--- src/hkrf_pkg.sv ---
// hkrf_pkg: shared types, codes and constant tables of the keyboard report framer.
// Holds the beat payload structs, the microcode word layout and the ASCII usage table.
// No dependencies; used by every other file of the block.
package hkrf_pkg;

  // Input beat payload
  typedef struct packed {
    logic [1:0] operation;
    logic [7:0] key_code;
    logic       hold_or_tap;
    logic       send_after_release;
  } in_t;

  // Result beat payload
  typedef struct packed {
    logic [7:0] tx_byte;
    logic       last_byte;
    logic       frame_sent;
    logic [1:0] status;
  } out_t;

  typedef enum logic [1:0] {
    OP_PRESS       = 2'd0,
    OP_RELEASE     = 2'd1,
    OP_RELEASE_ALL = 2'd2,
    OP_WRITE       = 2'd3
  } op_e;

  typedef enum logic [1:0] {
    ST_OK       = 2'd0,
    ST_UNMAPPED = 2'd1,
    ST_FULL     = 2'd2
  } status_e;

  // Microcode fields
  typedef enum logic [2:0] {
    ACT_NONE,
    ACT_LOAD,
    ACT_DECODE,
    ACT_APPLY,
    ACT_POST
  } act_e;

  typedef enum logic [1:0] {
    EMIT_NONE,
    EMIT_FRAME,
    EMIT_SINGLE
  } emit_e;

  typedef enum logic [2:0] {
    C_NEXT,     // fall through
    C_WAIT_IN,  // hold until an input beat is taken
    C_SILENT,   // jump when the update sends no frame
    C_BYTES,    // hold until the last frame byte is out, then jump
    C_EMIT,     // hold until the single result is out, then fall through
    C_GOTO      // unconditional jump
  } cond_e;

  typedef logic [2:0] step_t;

  localparam step_t STEP_FETCH  = 3'd0;
  localparam step_t STEP_DECODE = 3'd1;
  localparam step_t STEP_APPLY  = 3'd2;
  localparam step_t STEP_FRAME  = 3'd3;
  localparam step_t STEP_SINGLE = 3'd4;
  localparam step_t STEP_POST   = 3'd5;

  typedef struct packed {
    act_e  act;
    emit_e emit;
    cond_e cond;
    step_t jmp;
  } ctrl_t;

  // Sequencer to datapath
  typedef struct packed {
    ctrl_t cw;
    logic  in_fire;
  } seq_ctl_t;

  // Datapath to sequencer
  typedef struct packed {
    logic silent;
    logic emit_done;
    logic last_byte;
  } dp_stat_t;

  // Key code ranges and report constants
  localparam logic [7:0] CODE_RAW   = 8'd136;
  localparam logic [7:0] CODE_MOD   = 8'd128;
  localparam logic [7:0] SHIFT_FLAG = 8'h80;
  localparam logic [7:0] LEFT_SHIFT = 8'h02;
  localparam logic [7:0] USAGE_MASK = 8'h7F;
  localparam logic [7:0] FLAG_TAP   = 8'h11;
  localparam logic [7:0] FLAG_HOLD  = 8'h00;
  localparam logic [7:0] CH_K       = 8'h4B;
  localparam logic [7:0] CH_A       = 8'h41;
  localparam logic [7:0] CH_T       = 8'h54;
  localparam logic [7:0] CH_C       = 8'h43;
  localparam logic [7:0] CH_CR      = 8'h0D;
  localparam logic [7:0] CH_LF      = 8'h0A;
  localparam int unsigned HEAD_LEN  = 4;
  localparam int unsigned TAIL_LEN  = 5;

  // ASCII to usage; bit 7 requests left shift, zero means no mapping
  localparam logic [7:0] CHAR_USAGE [128] = '{
    8'h00, 8'h00, 8'h00, 8'h00, 8'h00, 8'h00, 8'h00, 8'h00,
    8'h2a, 8'h2b, 8'h28, 8'h00, 8'h00, 8'h00, 8'h00, 8'h00,
    8'h00, 8'h00, 8'h00, 8'h00, 8'h00, 8'h00, 8'h00, 8'h00,
    8'h00, 8'h00, 8'h00, 8'h00, 8'h00, 8'h00, 8'h00, 8'h00,
    8'h2c, 8'h9e, 8'hb4, 8'ha0, 8'ha1, 8'ha2, 8'ha4, 8'h34,
    8'ha6, 8'ha7, 8'ha5, 8'hae, 8'h36, 8'h2d, 8'h37, 8'h38,
    8'h27, 8'h1e, 8'h1f, 8'h20, 8'h21, 8'h22, 8'h23, 8'h24,
    8'h25, 8'h26, 8'hb3, 8'h33, 8'hb6, 8'h2e, 8'hb7, 8'hb8,
    8'h9f, 8'h84, 8'h85, 8'h86, 8'h87, 8'h88, 8'h89, 8'h8a,
    8'h8b, 8'h8c, 8'h8d, 8'h8e, 8'h8f, 8'h90, 8'h91, 8'h92,
    8'h93, 8'h94, 8'h95, 8'h96, 8'h97, 8'h98, 8'h99, 8'h9a,
    8'h9b, 8'h9c, 8'h9d, 8'h2f, 8'h31, 8'h30, 8'ha3, 8'had,
    8'h35, 8'h04, 8'h05, 8'h06, 8'h07, 8'h08, 8'h09, 8'h0a,
    8'h0b, 8'h0c, 8'h0d, 8'h0e, 8'h0f, 8'h10, 8'h11, 8'h12,
    8'h13, 8'h14, 8'h15, 8'h16, 8'h17, 8'h18, 8'h19, 8'h1a,
    8'h1b, 8'h1c, 8'h1d, 8'haf, 8'hb1, 8'hb0, 8'hb5, 8'h00
  };

endpackage

--- src/hkrf_ucode_rom.sv ---
// hkrf_ucode_rom: read-only control store of the report framer sequencer.
// One control word per step; depends on hkrf_pkg.
module hkrf_ucode_rom (
  input  hkrf_pkg::step_t step_i,
  output hkrf_pkg::ctrl_t cw_o
);

  // Program: fetch, decode, apply, frame bytes or single result, post
  always_comb begin
    unique case (step_i)
      hkrf_pkg::STEP_FETCH: begin
        cw_o = '{hkrf_pkg::ACT_LOAD, hkrf_pkg::EMIT_NONE, hkrf_pkg::C_WAIT_IN,
                 hkrf_pkg::STEP_FETCH};
      end
      hkrf_pkg::STEP_DECODE: begin
        cw_o = '{hkrf_pkg::ACT_DECODE, hkrf_pkg::EMIT_NONE, hkrf_pkg::C_NEXT,
                 hkrf_pkg::STEP_FETCH};
      end
      hkrf_pkg::STEP_APPLY: begin
        cw_o = '{hkrf_pkg::ACT_APPLY, hkrf_pkg::EMIT_NONE, hkrf_pkg::C_SILENT,
                 hkrf_pkg::STEP_SINGLE};
      end
      hkrf_pkg::STEP_FRAME: begin
        cw_o = '{hkrf_pkg::ACT_NONE, hkrf_pkg::EMIT_FRAME, hkrf_pkg::C_BYTES,
                 hkrf_pkg::STEP_POST};
      end
      hkrf_pkg::STEP_SINGLE: begin
        cw_o = '{hkrf_pkg::ACT_NONE, hkrf_pkg::EMIT_SINGLE, hkrf_pkg::C_EMIT,
                 hkrf_pkg::STEP_FETCH};
      end
      hkrf_pkg::STEP_POST: begin
        cw_o = '{hkrf_pkg::ACT_POST, hkrf_pkg::EMIT_NONE, hkrf_pkg::C_GOTO,
                 hkrf_pkg::STEP_FETCH};
      end
      default: begin
        cw_o = '{hkrf_pkg::ACT_NONE, hkrf_pkg::EMIT_NONE, hkrf_pkg::C_GOTO,
                 hkrf_pkg::STEP_FETCH};
      end
    endcase
  end

endmodule

--- src/hkrf_seq.sv ---
// hkrf_seq: step counter and branch logic of the report framer.
// Fetches control words from hkrf_ucode_rom; depends on hkrf_pkg.
module hkrf_seq (
  input  logic                clk_i,
  input  logic                rst_ni,
  input  logic                in_valid_i,
  output logic                in_ready_o,
  input  hkrf_pkg::dp_stat_t  stat_i,
  output hkrf_pkg::seq_ctl_t  ctl_o
);

  hkrf_pkg::step_t step_q, step_d;
  hkrf_pkg::ctrl_t cw;

  hkrf_ucode_rom u_rom (
    .step_i (step_q),
    .cw_o   (cw)
  );

  assign in_ready_o   = (cw.act == hkrf_pkg::ACT_LOAD);
  assign ctl_o.cw      = cw;
  assign ctl_o.in_fire = in_ready_o & in_valid_i;

  // Next step: fall through, hold or jump by the word's condition
  always_comb begin
    step_d = step_q;
    case (cw.cond)
      hkrf_pkg::C_NEXT:    step_d = step_q + 3'd1;
      hkrf_pkg::C_WAIT_IN: step_d = ctl_o.in_fire ? step_q + 3'd1 : step_q;
      hkrf_pkg::C_SILENT:  step_d = stat_i.silent ? cw.jmp : step_q + 3'd1;
      hkrf_pkg::C_BYTES:   step_d = (stat_i.emit_done && stat_i.last_byte) ? cw.jmp : step_q;
      hkrf_pkg::C_EMIT:    step_d = stat_i.emit_done ? step_q + 3'd1 : step_q;
      hkrf_pkg::C_GOTO:    step_d = cw.jmp;
      default:             step_d = hkrf_pkg::STEP_FETCH;
    endcase
  end

  always_ff @(posedge clk_i or negedge rst_ni) begin
    if (!rst_ni) begin
      step_q <= hkrf_pkg::STEP_FETCH;
    end else begin
      step_q <= step_d;
    end
  end

endmodule

--- src/hkrf_datapath.sv ---
// hkrf_datapath: key slots, modifier byte, key decode, frame byte mux and result register.
// Driven by control words from hkrf_seq; depends on hkrf_pkg.
module hkrf_datapath #(
  parameter int unsigned KEY_SLOTS = 6
) (
  input  logic                clk_i,
  input  logic                rst_ni,
  input  hkrf_pkg::in_t       in_data_i,
  input  hkrf_pkg::seq_ctl_t  ctl_i,
  output hkrf_pkg::dp_stat_t  stat_o,
  output logic                out_valid_o,
  input  logic                out_ready_i,
  output hkrf_pkg::out_t      out_data_o
);

  localparam int unsigned FRAME_LEN = hkrf_pkg::HEAD_LEN + KEY_SLOTS + hkrf_pkg::TAIL_LEN;
  localparam int unsigned BW        = $clog2(FRAME_LEN);

  // Report state
  logic [7:0] mods_q, mods_d;
  logic [7:0] slots_q [KEY_SLOTS];
  logic [7:0] slots_d [KEY_SLOTS];

  // Item and decode registers
  hkrf_pkg::in_t item_q;
  logic [7:0]    usage_q, usage_d;
  logic [7:0]    mask_q, mask_d;
  logic          unm_q, unm_d;

  // Update results
  logic [1:0]    status_q, status_d;
  logic          silent_q, silent_d;
  logic [7:0]    flag_q, flag_d;

  // Frame byte counter and result register
  logic [BW-1:0] idx_q, idx_d;
  logic          out_valid_q, out_valid_d;
  hkrf_pkg::out_t out_q, out_d;

  logic [KEY_SLOTS-1:0] match_vec, free_vec, first_free;
  logic [7:0]    tbl, frame_byte;
  logic [BW-1:0] slot_off, tail_off;
  logic          emit_ok, emit_done, last_byte;
  hkrf_pkg::op_e op;

  assign op = hkrf_pkg::op_e'(item_q.operation);

  // Per-slot compare and first empty slot
  always_comb begin
    for (int i = 0; i < KEY_SLOTS; i++) begin
      match_vec[i] = (slots_q[i] == usage_q) && (usage_q != 8'd0);
      free_vec[i]  = (slots_q[i] == 8'd0);
    end
    first_free = free_vec & ~(free_vec - KEY_SLOTS'(1));
  end

  // Key code decode
  always_comb begin
    tbl     = hkrf_pkg::CHAR_USAGE[item_q.key_code[6:0]];
    usage_d = 8'd0;
    mask_d  = 8'd0;
    unm_d   = 1'b0;
    if (item_q.key_code >= hkrf_pkg::CODE_RAW) begin
      usage_d = item_q.key_code - hkrf_pkg::CODE_RAW;
    end else if (item_q.key_code >= hkrf_pkg::CODE_MOD) begin
      mask_d = 8'd1 << item_q.key_code[2:0];
    end else begin
      unm_d   = (tbl == 8'd0);
      usage_d = tbl & hkrf_pkg::USAGE_MASK;
      mask_d  = ((tbl & hkrf_pkg::SHIFT_FLAG) != 8'd0) ? hkrf_pkg::LEFT_SHIFT : 8'd0;
    end
  end

  // Report update for apply and post steps
  always_comb begin
    mods_d   = mods_q;
    slots_d  = slots_q;
    status_d = status_q;
    silent_d = silent_q;
    flag_d   = flag_q;
    if (ctl_i.cw.act == hkrf_pkg::ACT_APPLY) begin
      status_d = hkrf_pkg::ST_OK;
      silent_d = 1'b0;
      flag_d   = hkrf_pkg::FLAG_HOLD;
      case (op) inside
        hkrf_pkg::OP_PRESS, hkrf_pkg::OP_WRITE: begin
          if (op == hkrf_pkg::OP_WRITE || item_q.hold_or_tap) begin
            flag_d = hkrf_pkg::FLAG_TAP;
          end
          if (unm_q) begin
            status_d = hkrf_pkg::ST_UNMAPPED;
            silent_d = 1'b1;
          end else begin
            mods_d = mods_q | mask_q;
            if (usage_q != 8'd0 && match_vec == '0) begin
              if (free_vec != '0) begin
                for (int i = 0; i < KEY_SLOTS; i++) begin
                  if (first_free[i]) begin
                    slots_d[i] = usage_q;
                  end
                end
              end else begin
                status_d = hkrf_pkg::ST_FULL;
                silent_d = 1'b1;
              end
            end
          end
        end
        hkrf_pkg::OP_RELEASE: begin
          if (unm_q) begin
            status_d = hkrf_pkg::ST_UNMAPPED;
            silent_d = 1'b1;
          end else begin
            mods_d   = mods_q & ~mask_q;
            silent_d = ~item_q.send_after_release;
            for (int i = 0; i < KEY_SLOTS; i++) begin
              if (match_vec[i]) begin
                slots_d[i] = 8'd0;
              end
            end
          end
        end
        default: begin
          mods_d = 8'd0;
          for (int i = 0; i < KEY_SLOTS; i++) begin
            slots_d[i] = 8'd0;
          end
        end
      endcase
    end else if (ctl_i.cw.act == hkrf_pkg::ACT_POST) begin
      // silent release that closes a write
      if (op == hkrf_pkg::OP_WRITE && !unm_q) begin
        mods_d = mods_q & ~mask_q;
        for (int i = 0; i < KEY_SLOTS; i++) begin
          if (match_vec[i]) begin
            slots_d[i] = 8'd0;
          end
        end
      end
    end
  end

  // Frame byte select
  always_comb begin
    slot_off   = idx_q - BW'(hkrf_pkg::HEAD_LEN);
    tail_off   = idx_q - BW'(hkrf_pkg::HEAD_LEN + KEY_SLOTS);
    frame_byte = 8'd0;
    if (idx_q == BW'(0)) begin
      frame_byte = hkrf_pkg::CH_K;
    end else if (idx_q == BW'(1)) begin
      frame_byte = flag_q;
    end else if (idx_q == BW'(2)) begin
      frame_byte = mods_q;
    end else if (idx_q == BW'(3)) begin
      frame_byte = 8'd0;
    end else if (idx_q < BW'(hkrf_pkg::HEAD_LEN + KEY_SLOTS)) begin
      for (int i = 0; i < KEY_SLOTS; i++) begin
        if (slot_off == BW'(i)) begin
          frame_byte = slots_q[i];
        end
      end
    end else begin
      case (tail_off)
        BW'(0):  frame_byte = hkrf_pkg::CH_A;
        BW'(1):  frame_byte = hkrf_pkg::CH_T;
        BW'(2):  frame_byte = hkrf_pkg::CH_C;
        BW'(3):  frame_byte = hkrf_pkg::CH_CR;
        default: frame_byte = hkrf_pkg::CH_LF;
      endcase
    end
  end

  // Result register and byte counter
  assign emit_ok   = ~out_valid_q | out_ready_i;
  assign emit_done = (ctl_i.cw.emit != hkrf_pkg::EMIT_NONE) & emit_ok;
  assign last_byte = (idx_q == BW'(FRAME_LEN - 1));

  always_comb begin
    out_d       = out_q;
    out_valid_d = out_valid_q & ~out_ready_i;
    idx_d       = idx_q;
    if (emit_done) begin
      out_valid_d = 1'b1;
      if (ctl_i.cw.emit == hkrf_pkg::EMIT_FRAME) begin
        out_d = '{frame_byte, last_byte, 1'b1, hkrf_pkg::ST_OK};
        idx_d = last_byte ? '0 : idx_q + BW'(1);
      end else begin
        out_d = '{8'd0, 1'b1, 1'b0, status_q};
      end
    end
  end

  assign stat_o.silent    = silent_d;
  assign stat_o.emit_done = emit_done;
  assign stat_o.last_byte = last_byte;
  assign out_valid_o      = out_valid_q;
  assign out_data_o       = out_q;

  // Control and report state
  always_ff @(posedge clk_i or negedge rst_ni) begin
    if (!rst_ni) begin
      mods_q      <= 8'd0;
      idx_q       <= '0;
      out_valid_q <= 1'b0;
      for (int i = 0; i < KEY_SLOTS; i++) begin
        slots_q[i] <= 8'd0;
      end
    end else begin
      mods_q      <= mods_d;
      slots_q     <= slots_d;
      idx_q       <= idx_d;
      out_valid_q <= out_valid_d;
    end
  end

  // Payload registers
  always_ff @(posedge clk_i) begin
    if (ctl_i.in_fire) begin
      item_q <= in_data_i;
    end
    if (ctl_i.cw.act == hkrf_pkg::ACT_DECODE) begin
      usage_q <= usage_d;
      mask_q  <= mask_d;
      unm_q   <= unm_d;
    end
    status_q <= status_d;
    silent_q <= silent_d;
    flag_q   <= flag_d;
    out_q    <= out_d;
  end

endmodule

--- src/hid_keyboard_report_framer.sv ---
// hid_keyboard_report_framer: top level of the boot keyboard report framer.
// Ties hkrf_seq (microcode sequencer) to hkrf_datapath; depends on hkrf_pkg.

// The block keeps a boot keyboard report (modifier byte plus KEY_SLOTS usage
// slots) and turns each key command into result beats: either a whole report
// frame of 9 + KEY_SLOTS bytes ('K', flag, modifiers, 0, slots, "ATC\r\n"),
// one byte per beat, or a single status beat when nothing is sent. A short
// microprogram runs each item in steps: take the item, decode the key
// code, update the report, send the result beats, and a closing step that
// does the silent release of a write. The output side can stall the result
// beats. The step counter runs one item at a time; the result register lets
// the last beat of an item wait while the next item is taken.
module hid_keyboard_report_framer #(
  parameter int unsigned KEY_SLOTS = 6
) (
  input  logic           clk_i,
  input  logic           rst_ni,
  input  logic           in_valid_i,
  output logic           in_ready_o,
  input  hkrf_pkg::in_t  in_data_i,
  output logic           out_valid_o,
  input  logic           out_ready_i,
  output hkrf_pkg::out_t out_data_o
);

  hkrf_pkg::seq_ctl_t ctl;
  hkrf_pkg::dp_stat_t stat;

  hkrf_seq u_seq (
    .clk_i      (clk_i),
    .rst_ni     (rst_ni),
    .in_valid_i (in_valid_i),
    .in_ready_o (in_ready_o),
    .stat_i     (stat),
    .ctl_o      (ctl)
  );

  hkrf_datapath #(
    .KEY_SLOTS (KEY_SLOTS)
  ) u_dp (
    .clk_i       (clk_i),
    .rst_ni      (rst_ni),
    .in_data_i   (in_data_i),
    .ctl_i       (ctl),
    .stat_o      (stat),
    .out_valid_o (out_valid_o),
    .out_ready_i (out_ready_i),
    .out_data_o  (out_data_o)
  );

endmodule

--- config.mk ---
export PLATFORM = sky130hd
export DESIGN_NAME = hid_keyboard_report_framer
export DESIGN_NICKNAME = d
export VERILOG_FILES = /design/src/hkrf_pkg.sv /design/src/hkrf_ucode_rom.sv /design/src/hkrf_seq.sv /design/src/hkrf_datapath.sv /design/src/hid_keyboard_report_framer.sv
export SDC_FILE = /design/constraint.sdc
export NUM_CORES = 1
export LEC_CHECK = 0
export ABC_AREA = 0
export ABC_CLOCK_PERIOD_IN_PS = 3950
export BUFFER_PORTS_ARGS = -buffer_cell sky130_fd_sc_hd__buf_4
export CORE_ASPECT_RATIO = 0.75
export CORE_MARGIN = 5
export CORE_UTILIZATION = 47
export CTS_CLUSTER_SIZE = 10
export DETAILED_ROUTE_END_ITERATION = 7
export PLACE_DENSITY_LB_ADDON = 0.15
export SYNTH_ARGS = -nofsm -noshare
export SYNTH_HDL_FRONTEND = slang
export SYNTH_SLANG_ARGS = --single-unit
--- constraint.sdc ---
create_clock -name clk_i -period 3.95 [get_ports clk_i]
set_input_delay 0.79 -clock clk_i [delete_from_list [all_inputs] [get_ports clk_i]]
set_output_delay 0.79 -clock clk_i [all_outputs]
set_load 0.02 [all_outputs]
==> results by group <==
Outcome
  – Result of the run: complete, no violations

Floorplanning
  – Die Footprint: between 0.015 and 0.02 mm^2
  – I/O pins: 30
  – Vertical extent of the die: roughly 110 um
  – Site row count: 37
  – Area of the core region: ~0.014 mm^2
  – Effective utilization at floorplan: 0.4847
  – Width of the chip: around 150 um

Logic synthesis
  – Area fraction in compound gates after synthesis: 0.1888
  – Number of flops mapped to enable cells by yosys: 44
  – Main combinational cell family by area after synthesis: compound AO/OA/AOI/OAI gates
  – Post-synthesis adder-cell area fraction: 0.04461
  – Sequential-to-total area share from yosys stat: 0.4372
  – Per-instance average area after synthesis: between 9 and 10 um^2
  – Multiplexer share of the synthesized area: 0.05130
  – Top flip-flop cell by instance count after synthesis: dfrtp_1
  – Simple-gate portion of the synthesized area: 0.1716
  – Flops & latches, synth: roughly 110
  – Xor and xnor fraction of the mapped netlist area: 0.06506
  – Async set-or-reset flop fraction in the synthesized netlist: 0.5872
  – Post-synthesis instance area: just under 0.007 mm^2
  – Number of distinct library cells after synthesis: 65
  – Ys Warns: 0
  – Nets in the synthesized netlist: ~730
  – Post-synthesis instance total: 692

Clock network
  – Number of buffers on the longest clock path: 2
  – Cell chosen for the clock root: clkbuf_16
  – Clock latency reported for the late side of the worst-skew pair: around 0.36 ns
  – CTS tree: yes
  – Number of hold buffers added after CTS: 0
  – Clock buffer count from CTS: 9
  – Maximum level of the CTS H-tree: 3
  – Number of sinks on the clock net: roughly 110
  – Resize count post-CTS: 0
  – CTS clock-pin slew for the worst setup and hold paths: ~0.080 ns
  – Number of buffers added for setup after CTS: 0

Timing
  – Slew at the pin with the worst max-slew slack: ~1.2 ns
  – Period utilization: 0.8950
  – Setup repair after global routing missed its margin: false
  – Final Max Slew Viols: 0
  – Final setup viols: 0
  – Worst hold slack: a little over 0.5 ns
  – Clock skew after layout: about 0.017 ns
  – Achievable clock frequency: between 200 and 300 MHz
  – Max-slew headroom: 0.2227
  – Minimum clock period after layout: about 3.5 ns
  – Total Neg Setup Slack: 0 ns
  – Final setup slack of the worst path: between 0.4 and 0.5 ns
  – Final Hold Vio Count: 0

Global route
  – Total global routing track utilization: 0.2220
  – Number of global-route vias before repair: 5,557
  – Sum of overflow across all layers after global routing: 0
  – Number of antenna violations at the first check in global routing: 0
  – Maximum number of pins on one net before global-route repair: 65
  – First-pass GRT wire length: 30,060 um

Pwr
  – Highest ir drop seen on vdd: 0.3705 mV
  – LEAKAGE: 2.997 nW
  – Power per Cell Area: between 600 and 700 mW/mm^2

Finish
  – Diode count: 0
  – Total Nets Final: between 700 and 800
  – Commonest cells after routing, fill and taps aside: 74 x nand2_1, 68 x o21ai_0, 64 x dfrtp_1
  – Most frequent standard cell in the layout excluding fill and tap cells: nand2_1
  – Filler cell count in the final layout: about 1,200
  – Fraction of layout cells with a size suffix above 1: 0.1190
  – Layout-stage area growth over the synthesis result: 10.15%

Hold path
  – Path type of the worst min-delay path: reg2reg

Routing
  – ANT nets after route: 0
  – Violation count after the first detailed-routing iteration: around 640
  – Remaining design rule violation count: 0
  – Number of vias after detailed routing: 5,707
  – Routed length per placed instance: about 20 um
  – Final wirelength: between 15,000 and 20,000 um
  – 1st-pass router iterations: 6
  – Via-to-Cell Ratio: 6.420

Worst setup path
  – Required time at the endpoint of the critical path: between 4 and 5 ns
  – Maximum fanout count along the critical path: 15
  – Element type at the critical path end: flip-flop
  – Worst Setup Start Kind: flip-flop
  – Arrival @ worst endpoint: ~3.8 ns
  – Path type of the worst setup path: reg2reg

Place
  – Setup slack after placement: between 0.5 and 0.6 ns
  – Port buffer count: 29
  – Placer Congestion: just under 1
  – DP HPWL: around 13,000 um

Job
  – Max Cap Viol: 0
## report_power, final
part	internal, mW	switching (mW)
Combinational	0.844	1.20
Sequential	1.51	0.382
Clock	0.451	0.420
## through the flow
stage | area (um^2) | utilization | power, mW | std cells
final | 7415 | 0.5339 | 4.806 | 889
after global routing | 7415 | 0.5339 | 5.103 | 889
after CTS | 7415 | 0.5339 | 4.772 | 889
after detailed placement | 7136 | 0.5138 | 3.904 | 873
after global placement | 7136 | 0.5138 | 3.837 | 873
after floorplan | 6731 | - | 3.277 | 692
## kinds of logic after synthesis
logic type / count (synthesis)
compound gates: 197
xor+xnor: 50
fa+ha+maj: 24
buf+inv: 71
flops: 109
mux: 24
simple gates: 217
## worst paths after layout
check / from / endpoint / slack [ns] / depth (start not counted)
max in group asynchronous: rst_ni / u_dp.mods_q[6] / 2.87 / 1
setup reg to reg: u_seq.step_q[1] / u_dp.slots_q[4] / 0.41 / 10
min in group asynchronous: rst_ni / u_dp.slots_q[27] / 0.54 / 1
hold reg to reg: u_dp.mask_q[4] / u_dp.mods_q[4] / 0.51 / 1
hold / removal: u_dp.mask_q[4] / u_dp.mods_q[4] / 0.51 / 1
setup / recovery: u_seq.step_q[1] / u_dp.slots_q[4] / 0.41 / 10
## cells in the mapped netlist (all sizes together), types with 2 or more instances
| cell | n | share of area |
|---|---|---|
| a22o | 32 | 0.042 |
| a21boi | 4 | 0.0045 |
| nor2b | 6 | 0.0056 |
| mux2i | 12 | 0.018 |
| nor3 | 14 | 0.013 |
| clkbuf | 25 | 0.014 |
| xnor2 | 42 | 0.055 |
| nor4b | 4 | 0.0074 |
| a221oi | 2 | 0.0026 |
| or4 | 3 | 0.0045 |
| o211ai | 7 | 0.0085 |
| mux4 | 8 | 0.027 |
| buf | 14 | 0.0097 |
| edfxtp | 44 | 0.20 |
| mux2 | 4 | 0.0067 |
| a32oi | 3 | 0.0039 |
| inv | 28 | 0.016 |
| o21a | 6 | 0.0067 |
| o22ai | 8 | 0.0074 |
| nand2 | 74 | 0.041 |
| o2bb2ai | 3 | 0.0039 |
| nor4 | 18 | 0.019 |
| a21oi | 32 | 0.024 |
| nor2 | 31 | 0.020 |
| and2 | 10 | 0.0093 |
| nand3 | 19 | 0.014 |
| clkinv | 4 | 0.0022 |
| o311ai | 2 | 0.0026 |
| o21ai | 73 | 0.054 |
| nand2b | 5 | 0.0046 |
| or2 | 2 | 0.0019 |
| xor2 | 8 | 0.010 |
| and3 | 11 | 0.010 |
| a311oi | 2 | 0.0026 |
| nand4 | 14 | 0.013 |
| a22oi | 2 | 0.0022 |
| ha | 24 | 0.045 |
| dfrtp | 64 | 0.24 |
| a31oi | 9 | 0.0093 |
| o31ai | 4 | 0.0045 |
## worst max-delay path: stages, from the launching register on
cell	delay, ns
dfrtp_1	0.47
inv_1	0.19
ha_1	0.30
a21oi_1	0.09
or2_2	0.34
inv_1	0.20
o2bb2ai_1	0.55
o21ai_1	0.51
and4b_1	0.38
nand4_1	0.23
o21ai_0	0.13
## routing by layer
layer	vias up	wire length, um	global-route usage
li1	2585	-	-
met4	0	375	0.06708
met3	35	1551	0.05838
met1	2824	8306	0.3250
met5	-	0	0
met2	263	7971	0.3238
## registers in the layout, indices dropped and copies added (netlist names), 2 cells and up
name,cells
u_dp.slots_q,48
u_seq.step_q,3
u_dp.mask_q,8
u_dp.mods_q,8
u_dp.usage_q,8
u_dp.idx_q,4
u_dp.op,2
u_dp.out_data_o,12
u_dp.item_q,10
u_dp.status_q,2
## layout make-up
type                       instances  area, um^2  area share
clock buffer                      12       246.5     0.03324
inverter                          32       120.1     0.01620
timing repair buffer              45       337.8     0.04556
tap                              175       219.0     0.02953
sequential                       109        2943      0.3969
clock inverter                     4       32.53    0.004387
multi-input combinational        512        3516      0.4742
Note: power is estimated with default switching activity, not from simulation.
